[src/rtl/core/zfhp_pkg.sv]
`timescale 1ns / 1ps

package zfhp_pkg;

    localparam logic [31:0] MAGIC_RESET = 32'hFD2FB528;
    localparam logic [16:0] TWO_BYTE_BIAS = 17'd256;

    localparam logic CFG_IDX_MAGIC = 1'b0;

    typedef enum logic [6:0] {
        PH_IDLE   = 7'b0000001,
        PH_MAGIC  = 7'b0000010,
        PH_DESC   = 7'b0000100,
        PH_WINDOW = 7'b0001000,
        PH_DICT   = 7'b0010000,
        PH_SIZE   = 7'b0100000,
        PH_DONE   = 7'b1000000
    } t_phase;

    typedef struct packed {
        logic [7:0] data_byte;
        logic       sof;
    } t_in_word;

    typedef struct packed {
        logic        status;
        logic [1:0]  size_flag;
        logic        single_seg;
        logic        checksum_flag;
        logic [1:0]  dict_flag;
        logic        window_present;
        logic [7:0]  window_desc;
        logic [31:0] dict_id;
        logic        size_present;
        logic [63:0] content_size;
        logic [4:0]  header_length;
    } t_out_word;

    typedef struct packed {
        t_phase     phase;
        logic [3:0] left;
        logic       fin;
    } t_adv;

    function automatic logic [2:0] dict_len(input logic [7:0] d);
        logic [2:0] r;
        r = (d[1:0] == 2'd3) ? 3'd4 : {1'b0, d[1:0]};
        return r;
    endfunction

    function automatic logic [3:0] size_len(input logic [7:0] d);
        logic [3:0] r;
        unique case (d[7:6])
            2'd0:    r = d[5] ? 4'd1 : 4'd0;
            2'd1:    r = 4'd2;
            2'd2:    r = 4'd4;
            default: r = 4'd8;
        endcase
        return r;
    endfunction

    // next field after the current one, or done
    function automatic t_adv advance(input logic [7:0] d, input logic try_win,
                                     input logic try_dict);
        t_adv a;
        a.fin = 1'b0;
        if (try_win && !d[5]) begin
            a.phase = PH_WINDOW;
            a.left  = 4'd1;
        end else if (try_dict && dict_len(d) != 3'd0) begin
            a.phase = PH_DICT;
            a.left  = {1'b0, dict_len(d)};
        end else if (size_len(d) != 4'd0) begin
            a.phase = PH_SIZE;
            a.left  = size_len(d);
        end else begin
            a.phase = PH_DONE;
            a.left  = 4'd0;
            a.fin   = 1'b1;
        end
        return a;
    endfunction

endpackage

[src/rtl/core/zstd_frame_header_parser_core.sv]
`timescale 1ns / 1ps
// A result word appears in o_data in the cycle after the last header byte is accepted.
// Throughput: one input word per cycle; the parse state and one output register set the pace.
// Input stalls while a result waits in the output register and i_ready is low.
// Reset (i_rst_n low, synchronous): parser idle until a frame start, output empty,
// expected magic back to 0xFD2FB528.
module zstd_frame_header_parser_core
    import zfhp_pkg::*;
(
    input  logic        i_clk,
    input  logic        i_rst_n,
    input  logic        i_valid,
    output logic        o_ready,
    input  t_in_word    i_data,
    output logic        o_valid,
    input  logic        i_ready,
    output t_out_word   o_data,
    input  logic        psel,
    input  logic        penable,
    input  logic        pwrite,
    input  logic [2:0]  paddr,
    input  logic [31:0] pwdata,
    output logic [31:0] prdata,
    output logic        pready
);

    logic [31:0] r_exp_magic;
    t_phase      r_phase,  n_phase;
    logic [4:0]  r_pos,    n_pos;
    logic [31:0] r_magic,  n_magic;
    logic [7:0]  r_desc,   n_desc;
    logic [7:0]  r_win,    n_win;
    logic [31:0] r_dict,   n_dict;
    logic [63:0] r_size,   n_size;
    logic [3:0]  r_left,   n_left;
    logic        r_ovalid;
    t_out_word   r_odata;

    logic        acc;
    logic        emit;
    logic        bad;
    t_adv        adv;
    logic [1:0]  kd;
    logic [2:0]  ks;
    logic [2:0]  kd_full;
    logic [3:0]  ks_full;
    logic [3:0]  sl;
    logic [16:0] sz2;
    t_out_word   res;

    assign pready  = 1'b1;
    assign prdata  = (paddr[2] == CFG_IDX_MAGIC) ? r_exp_magic : 32'd0;
    assign o_ready = !r_ovalid || i_ready;
    assign o_valid = r_ovalid;
    assign o_data  = r_odata;
    assign acc     = i_valid && o_ready;

    always_comb begin
        n_phase = r_phase;
        n_pos   = r_pos;
        n_magic = r_magic;
        n_desc  = r_desc;
        n_win   = r_win;
        n_dict  = r_dict;
        n_size  = r_size;
        n_left  = r_left;
        emit    = 1'b0;
        bad     = 1'b0;
        adv     = advance(r_desc, 1'b0, 1'b0);
        kd_full = dict_len(r_desc) - r_left[2:0];
        ks_full = size_len(r_desc) - r_left;
        kd      = kd_full[1:0];
        ks      = ks_full[2:0];

        if (i_data.sof) begin
            n_phase = PH_MAGIC;
            n_pos   = 5'd0;
            n_magic = 32'd0;
            n_desc  = 8'd0;
            n_win   = 8'd0;
            n_dict  = 32'd0;
            n_size  = 64'd0;
            n_left  = 4'd0;
        end

        if (n_phase != PH_IDLE && n_phase != PH_DONE) begin
            n_pos = n_pos + 5'd1;
            unique case (n_phase)
                PH_MAGIC: begin
                    n_magic[{n_pos[1:0] - 2'd1, 3'b000} +: 8] = i_data.data_byte;
                    if (n_pos == 5'd4) begin
                        if (n_magic != r_exp_magic) begin
                            n_phase = PH_DONE;
                            emit    = 1'b1;
                            bad     = 1'b1;
                        end else begin
                            n_phase = PH_DESC;
                        end
                    end
                end
                PH_DESC: begin
                    n_desc = i_data.data_byte;
                    adv    = advance(i_data.data_byte, 1'b1, 1'b1);
                end
                PH_WINDOW: begin
                    n_win = i_data.data_byte;
                    adv   = advance(r_desc, 1'b0, 1'b1);
                end
                PH_DICT: begin
                    n_dict[{kd, 3'b000} +: 8] = i_data.data_byte;
                    n_left = r_left - 4'd1;
                end
                PH_SIZE: begin
                    n_size[{ks, 3'b000} +: 8] = i_data.data_byte;
                    n_left = r_left - 4'd1;
                end
                default: begin
                end
            endcase
            if (r_phase == PH_DICT && !i_data.sof && n_left == 4'd0) begin
                adv = advance(r_desc, 1'b0, 1'b0);
            end
            if (n_phase == PH_DESC && r_phase == PH_DESC && !i_data.sof
                || n_phase == PH_WINDOW
                || (n_phase == PH_DICT && n_left == 4'd0)) begin
                n_phase = adv.phase;
                n_left  = adv.left;
                emit    = adv.fin;
            end
            if (n_phase == PH_SIZE && r_phase == PH_SIZE && n_left == 4'd0) begin
                n_phase = PH_DONE;
                emit    = 1'b1;
            end
        end

        sl  = size_len(n_desc);
        sz2 = {1'b0, n_size[15:0]} + TWO_BYTE_BIAS;
        res = '0;
        res.header_length = n_pos;
        if (bad) begin
            res.status = 1'b1;
        end else begin
            res.size_flag      = n_desc[7:6];
            res.single_seg     = n_desc[5];
            res.checksum_flag  = n_desc[2];
            res.dict_flag      = n_desc[1:0];
            res.window_present = !n_desc[5];
            res.window_desc    = n_desc[5] ? 8'd0 : n_win;
            res.dict_id        = (n_desc[1:0] != 2'd0) ? n_dict : 32'd0;
            res.size_present   = (sl != 4'd0);
            if (sl == 4'd2) begin
                res.content_size = {47'd0, sz2};
            end else if (sl != 4'd0) begin
                res.content_size = n_size;
            end
        end
    end

    always_ff @(posedge i_clk) begin
        if (!i_rst_n) begin
            r_exp_magic <= MAGIC_RESET;
        end else if (psel && penable && pwrite && paddr[2] == CFG_IDX_MAGIC) begin
            r_exp_magic <= pwdata;
        end
    end

    always_ff @(posedge i_clk) begin
        if (!i_rst_n) begin
            r_phase <= PH_IDLE;
            r_pos   <= 5'd0;
            r_magic <= 32'd0;
            r_desc  <= 8'd0;
            r_win   <= 8'd0;
            r_dict  <= 32'd0;
            r_size  <= 64'd0;
            r_left  <= 4'd0;
        end else if (acc) begin
            r_phase <= n_phase;
            r_pos   <= n_pos;
            r_magic <= n_magic;
            r_desc  <= n_desc;
            r_win   <= n_win;
            r_dict  <= n_dict;
            r_size  <= n_size;
            r_left  <= n_left;
        end
    end

    always_ff @(posedge i_clk) begin
        if (!i_rst_n) begin
            r_ovalid <= 1'b0;
        end else if (acc && emit) begin
            r_ovalid <= 1'b1;
        end else if (i_ready) begin
            r_ovalid <= 1'b0;
        end
    end

    always_ff @(posedge i_clk) begin
        if (acc && emit) begin
            r_odata <= res;
        end
    end

endmodule

[config.mk]
export PLATFORM = sky130hd
export DESIGN_NAME = zstd_frame_header_parser_core
export DESIGN_NICKNAME = d
export VERILOG_FILES = /design/src/rtl/core/zfhp_pkg.sv /design/src/rtl/core/zstd_frame_header_parser_core.sv
export SDC_FILE = /design/constraint.sdc
export NUM_CORES = 1
export LEC_CHECK = 0
export ABC_AREA = 1
export BUFFER_PORTS_ARGS = -buffer_cell sky130_fd_sc_hd__clkbuf_2
export CAP_MARGIN = 10
export CORE_MARGIN = 2
export CORE_UTILIZATION = 50
export CTS_BUF_LIST = sky130_fd_sc_hd__clkbuf_8
export CTS_CLUSTER_SIZE = 8
export DETAILED_ROUTE_END_ITERATION = 7
export PLACE_DENSITY_LB_ADDON = 0.05
export RECOVER_POWER = 50
export SETUP_SLACK_MARGIN = 0.4
export SLEW_MARGIN = 10
export SYNTH_ARGS = -nofsm -noshare
export SYNTH_HDL_FRONTEND = slang
export SYNTH_SLANG_ARGS = --single-unit
[constraint.sdc]
create_clock -name i_clk -period 5.9 [get_ports i_clk]
set_input_delay 0.59 -clock i_clk [delete_from_list [all_inputs] [get_ports i_clk]]
set_output_delay 0.59 -clock i_clk [all_outputs]
set_load 0.02 [all_outputs]
==> out/qor.txt <==
Outcome: complete, but fails checks
Failing checks: max-capacitance violations, max-slew violations
Post-route cell area: 17500 µm²
Synth Cell Area: 15600 µm²
Initial DRC count: 1189
CTS sink count: 309
Min Clock Period, post-route: 4.86 ns
Async set-reset flop share out of synthesis: 0%
CTS tree: yes
CP required: 6.12 ns
Die Width: 181 µm
Top cell type's share of synthesized area: 24.4%
Top cells by area, synth: dfxtp_1, edfxtp_1, inv_1
Post-route core utilization: 57.2%
Routability Congestion: 0.856
Rows: 64
Max clock buf depth: 3
GRT Overall Usage: 24.0%
Max Freq: 206 MHz
H-tree levels: 2
Final number of hold-violating endpoints: 0
Mapped Cells: 2040
RSZ-0062 raised after global routing: false
Final Skew: 0.0215 ns
FF-to-FF path depth: 20
Synth warn: 0
Slew margin rel.: -148%
Via density: 5.24
Number of I/O pins: 204
Hold path depth: 3
Largest net degree at the start of global routing: 96
Total Neg Setup Slack: 0 ns
Yosys top cell by area: dfxtp_1
CTS clk-pin slew, worst paths: 0.06 ns
Hold crit path type: in -> reg
Vias: 13800
Power density cells: 269 nW/µm²
Place WS: 1.28 ns
First-pass GRT wire length: 64900 µm
Reg-to-reg slack, setup: 1.44 ns
Register bit total from synthesis: 309
Met3 Usage GRT: 3.69%
Post-CTS resize count: 0
Die Y-Extent: 181 µm
Crit path DAT: 5.08 ns
GR Overflow Total: 0
# hold bufs at CTS: 0
Reg-to-Reg End: o_data[20]
DRT Pass-1 Iters: 7
Final WL: 40600 µm
Post-Syn Nets: 2108
Layout Nets: 2256
Area grow syn2layout: 12.1%
Post-CTS Setup Inserts: 0
Maximum vdd ir drop: 0.172 mV
Share of layout cells above drive strength 1: 6.99%
Buf/Inv on CP: 7
Post-route ant nets: 0
DP HPWL: 26700 µm
Core area: 30700 µm²
Most common cell after layout, fill and taps aside: inv_1
Max-cap violations: 2
Hold wc startpoint: pwdata[13]
Crit-path slowest cell: clkbuf_1
Worst-Skew Late Latency: 0.57 ns
Routed WL per cell: 15.5 µm
Slowest stage delay, CP: 0.93 ns
Gr busiest metal: met2
Synth Flop Type: dfxtp_1
CP Capture Type: register
Hold Path End: r_exp_magic[13]
Num CTS Buffers: 52
Sequential share of the synthesized area: 47.1%
Worst setup SP type: primary input
Initial antenna violation count: 0
Critical R2R Launch: r_desc[7]
Crit path setup slack, layout: 1.04 ns
Post-synth EDFFs: 118
CP most frequent cell: nand2_1
Final period utilization: 82.5%
M1 GR Usage: 32.0%
Met2 Resource Use GR: 39.5%
Crit path max-delay family: buffers and inverters
Most frequent cells in the layout: inv_1, nand2_1, nor2_1
Max FO, Critical Path: 77
Crit Path Class: in -> reg
Initial core utilization: 51.0%
Die area: 32700 µm²
Buffers on Ports: 200
Cells along the critical path: clkbuf_1 -> clkinv_2 -> buf_4 -> nand2_1 -> nand2_1 -> nor2_4 -> nand4_1 -> nand2_1 -> inv_1 -> nand2_1 -> inv_1 -> nor2_1 -> a21oi_1 -> nand2_1 -> nand2_1 -> clkinvlp_4 -> buf_12
Distinct cell type count after synthesis: 45
Pleak: 7.92 nW
Placed Area: 16700 µm²
Synth Area per Inst: 7.67 µm²
Ant diodes: 0
Slew at the pin closest to its max-slew limit: 3.73 ns
Final setup violation count: 0
Vias in the first global route: 12700
Post-route DRC: 0
Max Slew Vio Count: 151
Root buffer cell: clkbuf_8
==> how the worst max path moves through the flow <==
| stage | startpoint | end | slack, ns | cells after the start |
|---|---|---|---|---|
| after floorplan | i_data[0] | o_data[0] | 0.75 | 18 |
| after global placement | i_data[0] | o_data[74] | 1.30 | 18 |
| after detailed placement | i_data[0] | o_data[101] | 1.28 | 18 |
| after CTS | r_desc[7] | o_data[19] | 1.54 | 21 |
| after global routing | i_data[0] | o_data[46] | 0.61 | 19 |
| final | i_data[0] | o_data[114] | 1.04 | 17 |
==> metrics by stage <==
| step | hold WS [ns] | power, mW | std cells |
|---|---|---|---|
| CTS | 0.200 | 4.77 | 2628 |
| detailed placement | 0.458 | 2.89 | 2530 |
| global route | 0.218 | 4.94 | 2628 |
| floorplan | 0.445 | 2.75 | 2040 |
| finish | 0.233 | 4.72 | 2628 |
| global placement | 0.453 | 2.87 | 2530 |
==> state kept, by name, indices dropped and copies added, names as in the netlist <==
register     cells
o_data         118
r_size          64
r_dict          32
r_exp_magic     32
r_magic         32
r_win            8
r_phase          7
r_desc           6
r_pos            5
r_left           4
o_valid          1
==> Yosys cell counts (2+ instances only) <==
| cell | n |
|---|---|
| nor2_1 | 239 |
| o21ai_1 | 17 |
| buf_2 | 10 |
| buf_6 | 9 |
| inv_2 | 6 |
| inv_1 | 392 |
| o21ai_0 | 181 |
| nand4_1 | 6 |
| o211ai_1 | 113 |
| buf_1 | 16 |
| clkbuf_1 | 80 |
| buf_4 | 2 |
| a31oi_1 | 12 |
| nand2_4 | 2 |
| nand2_2 | 7 |
| nand2_1 | 274 |
| o22a_1 | 3 |
| o22ai_1 | 54 |
| ha_1 | 16 |
| o31ai_1 | 4 |
| a21oi_1 | 105 |
| dfxtp_1 | 191 |
| xor2_1 | 39 |
| a211oi_1 | 3 |
| or2_2 | 2 |
| clkinv_1 | 3 |
| nor2_4 | 4 |
| nor4_1 | 2 |
| nor2_2 | 6 |
| nand3_1 | 102 |
| nor3_1 | 8 |
| edfxtp_1 | 118 |
| o221ai_1 | 2 |
==> where the power goes <==
group | internal, mW | leakage (nW) | switching, mW
Combinational | 0.155 | 4.45 | 0.372
Sequential | 2.28 | 2.84 | 0.0338
Clock | 1.02 | 0.631 | 0.858
==> layout make-up <==
class	count	area [µm²]
inverter	401	1510
fill	2992	13100
clock inverter	31	130
timing repair buffer	212	915
multi-input combinational	1212	6190
sequential	309	7370
clock buffer	67	922
tap	396	495
==> cells by family after synthesis <==
| logic type | after synthesis | share of synthesized area (%) |
|---|---|---|
| AND/OR/NAND/NOR | 658 | 17.7 |
| buffers and inverters | 519 | 13.0 |
| AO/OA/AOI/OAI | 496 | 18.5 |
| flip-flops | 309 | 47.1 |
| XOR/XNOR | 40 | 2.24 |
| adder cells (fa/ha/maj) | 17 | 1.41 |
| other | 1 | 0.0240 |
==> worst register-to-register path: cells and delay by family, from the launching register on <==
family                   cells  cell delay (ns)
AO/OA/AOI/OAI                2             0.57
adder cells (fa/ha/maj)      4             1.06
buffers and inverters        5             0.53
flip-flops                   1             0.46
AND/OR/NAND/NOR              9             1.61
==> layer usage <==
metal / wire length, µm / part of all wire, % / vias to the layer above
li1: - / - / 6961
met1: 18000 / 44 / 6292
met2: 18900 / 47 / 423
met3: 2270 / 5.6 / 86
met4: 1410 / 3.5 / 0
met5: 0 / 0 / -
No activity file was read; power rests on OpenSTA's default activity.
